==> config.mk <==
export PLATFORM = sky130hd
export DESIGN_NAME = sbdb_ctrl
export DESIGN_NICKNAME = d
export VERILOG_FILES = /design/src/rtl/sbdb_pkg.sv /design/src/rtl/sbdb_ctrl.sv
export SDC_FILE = /design/constraint.sdc
export NUM_CORES = 1
export LEC_CHECK = 0
export BUFFER_PORTS_ARGS = -buffer_cell sky130_fd_sc_hd__buf_4
export CAP_MARGIN = 20
export CORE_ASPECT_RATIO = 0.75
export CORE_UTILIZATION = 59
export CTS_CLUSTER_SIZE = 30
export DETAILED_ROUTE_END_ITERATION = 10
export GPL_ROUTABILITY_DRIVEN = 0
export HOLD_SLACK_MARGIN = 0.02
export PLACE_DENSITY = 0.92
export SKIP_LAST_GASP = 1
export SLEW_MARGIN = 15
export SYNTH_ARGS = -nofsm -noshare
export SYNTH_HDL_FRONTEND = slang
export SYNTH_SLANG_ARGS = --single-unit
==> constraint.sdc <==
create_clock -name clk -period 6.3 [get_ports clk]
set_clock_uncertainty 0.1 [all_clocks]
set_input_delay 0.945 -clock clk [delete_from_list [all_inputs] [get_ports clk]]
set_output_delay 0.945 -clock clk [all_outputs]
set_load 0.01 [all_outputs]
==> src/rtl/sbdb_pkg.sv <==
// ----------------------------------------------------------------------------
// sbdb_pkg
// shared types and constants of the sprite blitter with double sprite buffer
// ----------------------------------------------------------------------------
`default_nettype none

package sbdb_pkg;

    // item actions
    localparam logic [2:0] ACT_ROM    = 3'd0;
    localparam logic [2:0] ACT_COLOR  = 3'd1;
    localparam logic [2:0] ACT_REG    = 3'd2;
    localparam logic [2:0] ACT_VBLANK = 3'd3;
    localparam logic [2:0] ACT_READ   = 3'd4;

    // control register indexes
    localparam logic [3:0] REG_MODE    = 4'd0;
    localparam logic [3:0] REG_WIDTH   = 4'd1;
    localparam logic [3:0] REG_HEIGHT  = 4'd2;
    localparam logic [3:0] REG_XORG    = 4'd3;
    localparam logic [3:0] REG_YORG    = 4'd4;
    localparam logic [3:0] REG_HI      = 4'd5;
    localparam logic [3:0] REG_DSEL    = 4'd6;
    localparam logic [3:0] REG_BASE_LO = 4'd7;
    localparam logic [3:0] REG_BASE_HI = 4'd8;
    localparam logic [3:0] REG_DRAW    = 4'd9;

    // memories
    localparam int ROM_DEPTH   = 98304;
    localparam int COLOR_DEPTH = 1024;
    localparam int MAP_DEPTH   = 131072;

    // rom regions
    localparam logic [16:0] D_ROM_BASE     = 17'h10000;
    localparam logic [16:0] EF_ROM_BASE    = 17'h12000;
    localparam logic [16:0] HI_ROM_BASE    = 17'h14000;
    localparam logic [16:0] EF_HIGH_OFFSET = 17'h01000;
    localparam logic [16:0] HI_SECOND_OFF  = 17'h02000;
    localparam logic [12:0] HI_BANK_STEP   = 13'h0800;
    localparam logic [12:0] HI_BANK_MASK   = 13'h1800;
    localparam logic [7:0]  DOT_MASK       = 8'h7e;
    localparam logic [3:0]  TRANSPARENT    = 4'h0f;

    // datapath step codes
    typedef enum logic [4:0] {
        STEP_NONE,
        STEP_CLEAR,
        STEP_FILL,
        STEP_READ,
        STEP_R0,
        STEP_R1,
        STEP_R2,
        STEP_R3,
        STEP_R4,
        STEP_R5,
        STEP_D0,
        STEP_D1,
        STEP_D2,
        STEP_D3,
        STEP_D4,
        STEP_D5
    } step_t;

    typedef struct packed {
        logic  accept;
        logic  out_load;
        step_t step;
    } cmd_t;

    typedef struct packed {
        logic go_draw;
        logic go_fill;
        logic go_read;
        logic x_last;
        logic y_last;
        logic clear_last;
        logic fill_last;
        logic out_busy;
    } sts_t;

    // inversion and carry adder
    function automatic logic [10:0] inv_add(input logic inv, input logic [7:0] b,
                                            input logic [10:0] other);
        logic [7:0] t;
        t = b ^ {8{inv}};
        return 11'({10'b0, inv} + {3'b0, t} + {2'b0, t[7], 8'b0} + other);
    endfunction

endpackage

`default_nettype wire

==> src/rtl/sbdb_ctrl.sv <==
// ----------------------------------------------------------------------------
// sbdb_ctrl
// sequencer for clearing, filling, pixel reads and sprite drawing
// ----------------------------------------------------------------------------
`default_nettype none

module sbdb_ctrl
    import sbdb_pkg::*;
(
    input  wire logic clk,
    input  wire logic rst_n,
    input  wire logic in_valid,
    output logic      in_stall,
    input  wire sts_t sts,
    output cmd_t      cmd
);

    typedef enum logic [16:0] {
        ST_CLEAR   = 17'h00001,
        ST_IDLE    = 17'h00002,
        ST_READ    = 17'h00004,
        ST_RD_DONE = 17'h00008,
        ST_FILL    = 17'h00010,
        ST_R0      = 17'h00020,
        ST_R1      = 17'h00040,
        ST_R2      = 17'h00080,
        ST_R3      = 17'h00100,
        ST_R4      = 17'h00200,
        ST_R5      = 17'h00400,
        ST_D0      = 17'h00800,
        ST_D1      = 17'h01000,
        ST_D2      = 17'h02000,
        ST_D3      = 17'h04000,
        ST_D4      = 17'h08000,
        ST_D5      = 17'h10000
    } state_t;

    state_t state_reg, state_next;

    always_ff @(posedge clk or negedge rst_n)
    begin
        if (!rst_n)
        begin
            state_reg <= ST_CLEAR;
        end
        else
        begin
            state_reg <= state_next;
        end
    end

    assign in_stall = (state_reg != ST_IDLE);

    always_comb
    begin
        state_next   = state_reg;
        cmd.accept   = 1'b0;
        cmd.out_load = 1'b0;
        cmd.step     = STEP_NONE;
        unique case (state_reg)
            ST_CLEAR:
            begin
                cmd.step = STEP_CLEAR;
                if (sts.clear_last)
                begin
                    state_next = ST_IDLE;
                end
            end
            ST_IDLE:
            begin
                cmd.accept = in_valid;
                if (in_valid)
                begin
                    priority if (sts.go_draw)
                    begin
                        state_next = ST_R0;
                    end
                    else if (sts.go_fill)
                    begin
                        state_next = ST_FILL;
                    end
                    else if (sts.go_read)
                    begin
                        state_next = ST_READ;
                    end
                end
            end
            ST_READ:
            begin
                cmd.step   = STEP_READ;
                state_next = ST_RD_DONE;
            end
            ST_RD_DONE:
            begin
                cmd.step = STEP_READ;
                if (!sts.out_busy)
                begin
                    cmd.out_load = 1'b1;
                    state_next   = ST_IDLE;
                end
            end
            ST_FILL:
            begin
                cmd.step = STEP_FILL;
                if (sts.fill_last)
                begin
                    state_next = ST_IDLE;
                end
            end
            ST_R0:
            begin
                cmd.step   = STEP_R0;
                state_next = ST_R1;
            end
            ST_R1:
            begin
                cmd.step   = STEP_R1;
                state_next = ST_R2;
            end
            ST_R2:
            begin
                cmd.step   = STEP_R2;
                state_next = ST_R3;
            end
            ST_R3:
            begin
                cmd.step   = STEP_R3;
                state_next = ST_R4;
            end
            ST_R4:
            begin
                cmd.step   = STEP_R4;
                state_next = ST_R5;
            end
            ST_R5:
            begin
                cmd.step   = STEP_R5;
                state_next = ST_D0;
            end
            ST_D0:
            begin
                cmd.step   = STEP_D0;
                state_next = ST_D1;
            end
            ST_D1:
            begin
                cmd.step   = STEP_D1;
                state_next = ST_D2;
            end
            ST_D2:
            begin
                cmd.step   = STEP_D2;
                state_next = ST_D3;
            end
            ST_D3:
            begin
                cmd.step   = STEP_D3;
                state_next = ST_D4;
            end
            ST_D4:
            begin
                cmd.step   = STEP_D4;
                state_next = ST_D5;
            end
            ST_D5:
            begin
                cmd.step = STEP_D5;
                priority if (!sts.x_last)
                begin
                    state_next = ST_D0;
                end
                else if (!sts.y_last)
                begin
                    state_next = ST_R0;
                end
                else
                begin
                    state_next = ST_IDLE;
                end
            end
            default:
            begin
                state_next = ST_CLEAR;
            end
        endcase
    end

endmodule

`default_nettype wire

# ---- Yosys cells after proc, flatten, opt, wreduce, memory -nomap -nowiden
# Index checks and enable logic that the tools add are counted.
# Widths: inputs -> output; s select.
dict set report word_totals {
  word_cells 40
  ram_bits 0
  ff_bits 17
  memories 0
  romBits 0
  latchBits 0
}
dict set report classes {
  n_eq_ne 23
  muxes 14
  n_mul 0
  shifts 0
  order_cmp 0
  reduce_logical 2
  n_div 0
  n_addsub 0
  bitwise 0
}
# op count
set op_table {}
lappend op_table {{$pmux 17 s17} 1}
lappend op_table {{$mux 17} 7}
lappend op_table {{$pmux 4 s15} 1}
lappend op_table {{$eq 17x1->1 const B} 1}
lappend op_table {{$eq 17x10->1 const B} 1}
lappend op_table {{$eq 17x11->1 const B} 1}
lappend op_table {{$eq 17x12->1 const B} 1}
lappend op_table {{$eq 17x13->1 const B} 1}
lappend op_table {{$eq 17x14->1 const B} 1}
lappend op_table {{$eq 17x15->1 const B} 1}
lappend op_table {{$eq 17x16->1 const B} 1}
lappend op_table {{$eq 17x17->1 const B} 1}
lappend op_table {{$eq 17x2->1 const B} 1}
lappend op_table {{$eq 17x3->1 const B} 1}
lappend op_table {{$eq 17x4->1 const B} 1}
lappend op_table {{$eq 17x5->1 const B} 1}
lappend op_table {{$eq 17x6->1 const B} 1}
lappend op_table {{$eq 17x7->1 const B} 1}
lappend op_table {{$eq 17x8->1 const B} 1}
lappend op_table {{$eq 17x9->1 const B} 1}
lappend op_table {{$ne 17x2->1 const B} 1}
lappend op_table {{$mux 12} 1}
lappend op_table {{$ne 2x2->1 const B} 4}
lappend op_table {{$mux 6} 1}
lappend op_table {{other kinds (4)} 6}

# ---- Depth between registers and ports, before layout
# Gate-level depths: netlist of run 1.
dict set report depth {
  word_depth 5
  ltp_mapped 7
  ltp_nobuf 5
}

# ---- Worst setup path before layout of run 1
# No wires, ideal clock.
dict set report synth_path {
  path_type {register to output}
  startpoint {register state_reg[15]}
  endpoint {output cmd[5] in the netlist's numbering}
  required_time_ns 5.255
  setup_slack_ns 3.017
  arrival_ns 2.238
  path_stages_with_launch 7
  cell_sequence {dfrtp_1 -> buf_6 -> or4_1 -> buf_2 -> nor4_4 -> or3b_4 -> nor4b_1}
}
# element line
set synth_rtl {}
lappend synth_rtl {{start, declared} sbdb_ctrl.sv:38} ;# state_t state_reg, state_next;
lappend synth_rtl {{start signal, assigned} sbdb_ctrl.sv:48} ;# state_reg <= state_next;
lappend synth_rtl {{end, declared} sbdb_ctrl.sv:15} ;# output cmd_t cmd

==> out/qor.yml, run 1 <==
setup_path:
  cp.depth: 6
  crit_chain: "or4_1 > or4_4 > or3_1 > o32ai_1 > or4_1 > buf_4"
  cp.required_ns: 5.25
  worstSetupStartpoint: "state_reg[13]$_DFFE_PN0P_"
  worstSetupStartpointType: "flip-flop"
  end_kind: "primary output"
  endpoint: "cmd[0]"
  cp_num_buf_inv: 1
  worstPathArrival_ns: 2.80
  path_delay_family: "simple AND/OR/NAND/NOR gates"
  crit_top_cell: "or4_1"
  reg2reg_to: "state_reg[0]$_DFFE_PN1P_"
  slowest_delay_ns: 0.69
  ff2ff_setup_slack_ns: 3.62
  cp_slowest_cell: "or4_1"
  r2r_cells: 5
  crit_fanout: 7
  r2r_start: "state_reg[13]$_DFFE_PN0P_"
  critPathKind: "reg2out"
clock_network:
  cts_setup_buffers: 0
  cts_buffers: 3
  clk_latency_ns: 0.30
  post_cts_resized: 0
  htreeDepth: 1
  cts.clk_slew.worst_paths_ns: 0.11
  cts-hold-fix-buffers: 0
  cts_tree: "yes"
  clockBufferDepth: 2
  cts_root_buf: "clkbuf_4"
  cts.sinks: 17
pwr:
  power.internal_mw: 0.238
  power_frac_comb: 0.492
  p_switching_mw: 0.166
  p_seq_frac: 0.359
  switching_share: 0.411
  leakagePower_nw: 0.586
  pwr-share-clk: 0.149
  ir_worst_vdd_mv: 0.196
  power_per_cell_area_nw_per_um2: 320
synth:
  async_flop_share: 1.00
  synth_top_area_cell: "dfrtp_1"
  ys_seq_area_frac: 0.380
  synth_edf_count: 0
  syn_avg_cell_area_um2: 8.99
  synth_cell_type_count: 43
  yosys-top-cells-area: "dfrtp_1, nor2_1, nand2b_1, nor4_1, or4_1"
  syn_inst: 125
  synth_seq_cells: 17
  synth_area_um2: 1120
  syn_nets: 136
  synth_top_area_frac: 0.356
  yosys_warnings: 0
  synth-main-ff-cell: "dfrtp_1"
global_route:
  grt_pass1_wl_um: 3850
  grt_pass1_vias: 811
  grt_max_degree: 18
  antenna_found_initial: 0
  grt_usage: 0.271
  gr-total-overflow: 0
floorplan:
  core_um2: 1760
  rows: 13
  initial_utilization: 0.640
  io_pins: 19
  die_w_um: 52.4
  dieArea_um2: 2080
  die_h_um: 39.8
placement:
  pre_cts_slack_ns: 2.84
  port_buffers: 17
  hpwl_um: 1980
  dp_cells: 156
routing:
  finalWirelength_um: 2570
  antenna_left: 0
  dr.pass1.iters: 4
  drc: 0
  drt-initial-drc-count: 64
  viasPerCell: 6.53
  vias: 1044
  wire_per_inst_um: 16.1
sta:
  finalSetupViolations: 0
  whs_ns: 0.381
  rsz0062_at_grt: "false"
  slew_violations: 0
  hold_viol_final: 0
  worst_slack_ns: 2.46
  setup-tns-final_ns: 0
  min_period_ns: 3.84
  fmax_ghz: 0.260
  min_period_over_period: 0.610
run_status:
  status: "completed"
layout:
  n_antenna_cell: 0
  n_fill_cell: 120
  area_growth_pct: 12.5
  drive_above_1_share: 0.210
  layout.nets: 150
  largest_reg_flops: 17
  instances_no_fill: 160
  multi_input_area_um2: 628
  regArea_um2: 427
worst_hold_path:
  hold_path_class: "in2async"
flow_run:
  cap_violations: 0
==> worst min-delay path by stage <==
stage                                          from                         to  slack, ns  depth (start not counted)
after CTS                                     rst_n   state_reg[3]$_DFFE_PN0P_       0.39                          1
after global routing                          rst_n  state_reg[10]$_DFFE_PN0P_       0.39                          1
after global placement    state_reg[15]$_DFFE_PN0P_  state_reg[15]$_DFFE_PN0P_       0.47                          1
final                                         rst_n  state_reg[10]$_DFFE_PN0P_       0.38                          1
after floorplan           state_reg[10]$_DFFE_PN0P_  state_reg[12]$_DFFE_PN0P_       0.41                          1
after detailed placement  state_reg[10]$_DFFE_PN0P_  state_reg[12]$_DFFE_PN0P_       0.48                          1
==> per-stage QoR <==
step                cell area, um2  utilization  total power [mW]
finish                        1260        0.719             0.404
global route                  1260        0.719             0.429
CTS                           1260        0.719             0.402
detailed placement            1240        0.704             0.341
global placement              1240        0.704             0.332
floorplan                     1120            -             0.286
==> final cells by class <==
cell class / count / area share
Clock inverter: 1 / 0.00396
Inverter: 7 / 0.0208
Clock buffer: 3 / 0.0178
Timing Repair Buffer: 17 / 0.101
Sequential cell: 17 / 0.338
Multi-Input combinational cell: 93 / 0.497
Tap cell: 22 / 0.0218
==> power by group through the flow <==
stage	Clock [mW]	Sequential (mW)	Combinational (mW)
final	0.0603	0.145	0.199
after global routing	0.0667	0.146	0.216
after CTS	0.0623	0.144	0.196
after detailed placement	0	0.146	0.195
after global placement	0	0.144	0.189
after floorplan	0	0.133	0.153
==> worst reg2reg max path, delay by kind of cell (launching register included) <==
kind / cells / cell delay [ns]
compound gates: 1 / 0.10
flops: 1 / 0.45
simple gates: 4 / 1.89
==> layer usage <==
metal / up-vias / track usage / wire, um
met1: 480 / 0.362 / 1070
met5: - / 0 / 0
li1: 495 / - / -
met4: 0 / 0.0789 / 19
met3: 5 / 0.0969 / 265
met2: 64 / 0.408 / 1220
==> cell usage after synthesis (2+ instances only) <==
cell type	number
nor4_1	6
or4_1	5
nand2_1	6
o22a_1	2
nor4b_1	4
nand3_1	3
nand2b_1	7
clkbuf_1	5
xnor2_1	4
inv_1	7
o21ai_0	4
nand4b_1	2
and4b_1	2
a21oi_1	2
or3_1	2
dfrtp_1	16
or4_4	2
o32ai_1	2
o2111ai_1	2
nor2_1	14
nor3_1	6
==> kinds of logic after synthesis <==
group                     synth area share
and+or+nand+nor                      0.362
muxes                               0.0100
other                              0.00334
AOI/OAI and AO/OA                    0.145
xor gates and xnor gates            0.0390
DFF                                  0.380
buffers and inverters               0.0613
==> cell usage in the layout, fill, tap and decap left out, types with 2 or more instances in the layout <==
cell | netlist | layout
o22a_1 | 2 | 2
dfrtp_1 | 16 | 16
nand2_1 | 6 | 6
and4b_1 | 2 | 2
xnor2_1 | 4 | 4
o32ai_1 | 2 | 2
or4_4 | 2 | 2
inv_1 | 7 | 7
or4_1 | 5 | 5
or3_1 | 2 | 2
a21oi_1 | 2 | 2
nand3_1 | 3 | 3
nor2_1 | 14 | 14
nor3_1 | 6 | 6
o2111ai_1 | 2 | 2
o21ai_0 | 4 | 4
nand2b_1 | 7 | 7
clkbuf_4 | 0 | 3
buf_4 | 1 | 17
nor4_1 | 6 | 6
nor4b_1 | 4 | 4
nand4b_1 | 2 | 2
Power figures use the tool's default switching activity.
==> inputs of run 2 (changes only) <==
Settings changed: ABC_AREA set to 1, CORE_UTILIZATION 59 to 55, PLACE_DENSITY 0.92 to 0.87.
Clock period 6.3 ns to 3.81 ns, I/O delays scaled along.
==> out/qor.yml, run 2 <==
run_status:
  status: "completed"
setup_path:
  crit_fanout: 13
  reg2reg_to: "state_reg[1]$_DFFE_PN0P_"
  r2r_cells: 10
  worstPathArrival_ns: 1.96
  end_kind: "primary output"
  crit_top_cell: "nand2_2"
  crit_chain: "nor2_1 > nand2_2 > nor2_4 > nand3_1 > nand2_2 > nor3_1 > nand4_1 > buf_4"
  slowest_delay_ns: 0.41
  cp_slowest_cell: "dfrtp_1"
  r2r_start: "state_reg[8]$_DFFE_PN0P_"
  cp_num_buf_inv: 1
  worstSetupStartpointType: "flip-flop"
  critPathKind: "reg2out"
  ff2ff_setup_slack_ns: 1.87
  path_delay_family: "simple AND/OR/NAND/NOR gates"
  cp.required_ns: 3.14
sta:
  finalSetupViolations: 0
  fmax_ghz: 0.381
  min_period_ns: 2.63
  hold_viol_final: 0
  rsz0062_at_grt: "false"
  worst_slack_ns: 1.18
  setup-tns-final_ns: 0
  slew_violations: 0
  min_period_over_period: 0.690
worst_hold_path:
  whs_path_depth: 2
  min_to: "state_reg[11]$_DFFE_PN0P_"
  hold_path_class: "in2reg"
  min_from: "sts[4]"
global_route:
  gr-total-overflow: 0
  grt_pass1_wl_um: 4610
  grt_max_degree: 18
  grt_pass1_vias: 1101
  antenna_found_initial: 0
  grt_usage: 0.255
synth:
  synth_cell_type_count: 25
  yosys-top-cells-area: "dfrtp_1, nand3_1, inv_1, nor2_1, nand2_1"
  synth_common_cells: "inv_1, nor2_1, nand3_1, nand2_1, dfrtp_1"
  yosysMostFrequentCell: "inv_1"
  async_flop_share: 1.00
  syn_nets: 182
  syn_inst: 171
  synth-main-ff-cell: "dfrtp_1"
  synth_seq_cells: 17
  synth_area_um2: 1220
  synth_top_area_frac: 0.329
  synth_edf_count: 0
  yosys_warnings: 0
  ys_seq_area_frac: 0.350
  synth_top_area_cell: "dfrtp_1"
  syn_avg_cell_area_um2: 7.12
layout:
  n_fill_cell: 175
  drive_above_1_share: 0.247
  largest_reg_flops: 17
  area_growth_pct: 13.5
  final_util: 0.674
  final_cell_mix: "inv_1, nor2_1, nand3_1"
  multi_input_area_um2: 627
  layout.nets: 202
  final_common_cell: "inv_1"
  fin_area_um2: 1380
  regArea_um2: 427
  n_antenna_cell: 0
pwr:
  power_frac_comb: 0.471
  switching_share: 0.427
  power_per_cell_area_nw_per_um2: 432
  ir_worst_vdd_mv: 0.366
  leakagePower_nw: 0.894
  p_seq_frac: 0.360
  pwr-share-clk: 0.169
  power.internal_mw: 0.342
  p_switching_mw: 0.255
floorplan:
  die_h_um: 42.7
  rows: 14
  dieArea_um2: 2410
  die_w_um: 56.3
  core_um2: 2050
  io_pins: 19
  initial_utilization: 0.594
placement:
  pre_cts_slack_ns: 1.57
  placed_area_um2: 1350
  hpwl_um: 2140
  port_buffers: 17
routing:
  drt-initial-drc-count: 62
  viasPerCell: 5.32
  drc: 0
  finalWirelength_um: 2650
  vias: 1139
  antenna_left: 0
  wire_per_inst_um: 12.4
  dr.pass1.iters: 4
clock_network:
  clockBufferDepth: 2
  cts_tree: "yes"
  cts.clk_slew.worst_paths_ns: 0.10
  cts_buffers: 3
  cts_root_buf: "clkbuf_4"
  post_cts_resized: 0
  clk_latency_ns: 0.30
  cts.sinks: 17
  htreeDepth: 1
flow_run:
  cap_violations: 0
-- run 2: kinds of logic (layout without fill, tap and decap cells) --
family | after synthesis | in the layout | synth area share
other | 1 | 1 | 0.00308
flip-flops | 17 | 17 | 0.350
AO/OA/AOI/OAI | 7 | 7 | 0.0391
buffers and inverters | 38 | 57 | 0.135
AND/OR/NAND/NOR | 108 | 108 | 0.473
-- run 2: final cells by class --
type,instances,share of cell area
clock buffer,4,0.0190
tap,24,0.0217
timing repair buffer,18,0.0996
sequential,17,0.309
inverter,35,0.0969
multi-input combinational,116,0.454
-- run 2: per-stage QoR --
| step | cells | power [mW] | hold WS, ns |
|---|---|---|---|
| CTS | 214 | 0.596 | 0.385 |
| global route | 214 | 0.640 | 0.379 |
| finish | 214 | 0.597 | 0.389 |
| floorplan | 171 | 0.414 | 0.176 |
| global placement | 209 | 0.483 | 0.341 |
| detailed placement | 209 | 0.495 | 0.346 |
-- run 2: worst max-delay path by stage --
stage                                        start     end  slack, ns  depth (start not counted)
final                     state_reg[8]$_DFFE_PN0P_  cmd[0]       1.18                          8
after global routing      state_reg[8]$_DFFE_PN0P_  cmd[2]       1.08                          8
after CTS                 state_reg[8]$_DFFE_PN0P_  cmd[0]       1.22                          8
after detailed placement  state_reg[8]$_DFFE_PN0P_  cmd[0]       1.57                          8
after global placement    state_reg[8]$_DFFE_PN0P_  cmd[0]       1.65                          8
after floorplan           state_reg[0]$_DFFE_PN1P_  cmd[1]       1.88                          7
-- run 2: repair_timing --
item	4_1_cts	5_1_grt
hold buffers	1	0
setup buffers	0	0
endpoints found under the hold margin	16	0
-- run 2: per-layer routing --
metal | share of wire | up-vias | GRT usage
met5 | 0 | - | 0
met4 | 0.026 | 0 | 0.132
met3 | 0.051 | 9 | 0.0579
met2 | 0.47 | 41 | 0.407
met1 | 0.45 | 512 | 0.326
li1 | - | 577 | -
-- run 2: worst register-to-register path: cells and delay by family (launching register included) --
| kind | cells | cell delay (ns) |
|---|---|---|
| simple gates | 7 | 1.01 |
| flops | 1 | 0.41 |
| compound gates | 2 | 0.26 |
| buf+inv | 1 | 0.04 |
-- run 2: power groups by stage --
stage	registers, mW	clock network (mW)	logic, mW
floorplan	0.214	0	0.200
global placement	0.216	0	0.267
detailed placement	0.218	0	0.277
CTS	0.215	0.102	0.279
global route	0.217	0.109	0.313
finish	0.215	0.101	0.281
==> inputs of run 3 (changes only) <==
Clock period 3.81 ns to 2.57 ns, I/O delays scaled along.
==> out/qor.yml, run 3 (synthesis gave the netlist of run 2 again) <==
setup_path:
  crit_fanout: 13
  cp_num_buf_inv: 1
  slowest_delay_ns: 0.40
  crit_top_cell: "nand2_2"
  worstPathArrival_ns: 1.93
  worstSetupStartpointType: "flip-flop"
  cp_slowest_cell: "dfrtp_1"
  cp.required_ns: 2.08
  critPathKind: "reg2out"
  crit_chain: "nor2_1 > nand2_2 > nor2_4 > nand3_1 > nand2_2 > nor3_1 > nand4_1 > buf_4"
  path_delay_family: "simple AND/OR/NAND/NOR gates"
  end_kind: "primary output"
layout:
  instances_no_fill: 214
  fin_area_um2: 1380
  final_util: 0.674
  final_common_cell: "inv_1"
  drive_above_1_share: 0.247
  area_growth_pct: 13.5
  n_fill_cell: 181
  largest_reg_flops: 17
  n_antenna_cell: 0
  final_cell_mix: "inv_1, nor2_1, nand3_1"
  layout.nets: 202
global_route:
  grt_pass1_vias: 1107
  antenna_found_initial: 0
  gr-total-overflow: 0
  grt_max_degree: 18
  grt_usage: 0.258
  grt_pass1_wl_um: 4650
floorplan:
  io_pins: 19
  initial_utilization: 0.594
  die_w_um: 56.3
  rows: 14
  dieArea_um2: 2410
  core_um2: 2050
  die_h_um: 42.7
sta:
  min_period_over_period: 0.940
  rsz0062_at_grt: "false"
  whs_ns: 0.209
  setup-tns-final_ns: 0
  slew_violations: 0
  hold_viol_final: 0
  finalSetupViolations: 0
  min_period_ns: 2.42
  fmax_ghz: 0.414
  worst_slack_ns: 0.155
pwr:
  leakagePower_nw: 0.894
  pwr-share-clk: 0.162
  ir_worst_vdd_mv: 0.452
  power.internal_mw: 0.507
  power_frac_comb: 0.474
  p_seq_frac: 0.365
  power_per_cell_area_nw_per_um2: 635
  p_switching_mw: 0.370
  switching_share: 0.422
  p_total_mw: 0.877
clock_network:
  cts_tree: "yes"
  cts-hold-fix-buffers: 1
  clk_latency_ns: 0.30
  cts_root_buf: "clkbuf_4"
  cts_setup_buffers: 0
  cts_buffers: 3
  cts.sinks: 17
  cts.clk_slew.worst_paths_ns: 0.09
  clockBufferDepth: 2
  post_cts_resized: 0
  htreeDepth: 1
routing:
  vias: 1179
  drc: 0
  finalWirelength_um: 2640
  wl_met2_um: 1240
  dr.pass1.iters: 4
  routed.top_layer: "met4"
  wl_met1_um: 1120
  antenna_left: 0
  viasPerCell: 5.51
  wl_met3_um: 167
  wire_per_inst_um: 12.3
  drt-initial-drc-count: 73
run_status:
  status: "completed"
placement:
  pre_cts_slack_ns: 0.524
  placed_area_um2: 1350
  port_buffers: 17
  hpwl_um: 2150
  dp_cells: 209
flow_run:
  cap_violations: 0
worst_hold_path:
  hold_path_class: "in2reg"
## run 3: cell counts in the layout (fill, tap and decap cells not counted)
No cell type changed its count.
## run 3: final timing paths
check	startpoint	cells past startpoint	to	slack (ns)
setup / recovery	state_reg[8]$_DFFE_PN0P_	8	cmd[0]	0.15
hold / removal	sts[4]	2	state_reg[11]$_DFFE_PN0P_	0.21
setup reg to reg	state_reg[8]$_DFFE_PN0P_	10	state_reg[1]$_DFFE_PN0P_	0.64
hold reg to reg	state_reg[0]$_DFFE_PN1P_	2	state_reg[0]$_DFFE_PN1P_	0.48
max in group asynchronous	rst_n	2	state_reg[0]$_DFFE_PN1P_	1.75
min in group asynchronous	rst_n	2	state_reg[15]$_DFFE_PN0P_	0.38
## run 3: power groups by stage
stage / logic, mW / registers (mW) / clock network, mW
2_1_floorplan: 0.296 / 0.318 / 0
3_3_place_gp: 0.396 / 0.320 / 0
3_5_place_dp: 0.411 / 0.323 / 0
4_1_cts: 0.414 / 0.318 / 0.147
5_1_grt: 0.464 / 0.323 / 0.155
6_report: 0.415 / 0.320 / 0.142
## run 3: routing by layer
| metal | track usage | vias to the layer above |
|---|---|---|
| met5 | 0 | - |
| met4 | 0.112 | 0 |
| met3 | 0.0640 | 18 |
| met2 | 0.407 | 53 |
| met1 | 0.339 | 533 |
| li1 | - | 575 |
## run 3: layout make-up
type	count	area [um2]	share of cell area
multi-input combinational	116	627	0.454
sequential	17	427	0.309
tap	24	30.0	0.0217
timing repair buffer	18	138	0.0996
inverter	35	134	0.0969
clock buffer	4	26.3	0.0190
## run 3: worst register-to-register path, cell delays in order, from the launching register on
cell and delay, ns:
dfrtp_1 0.40, nor2_1 0.18, nand2_2 0.13, nor2_4 0.29, nand3_1 0.23, o21ai_2 0.21, nor2_4 0.06, nand2_4 0.07
inv_4 0.04, nand2_1 0.07, o21ai_2 0.05
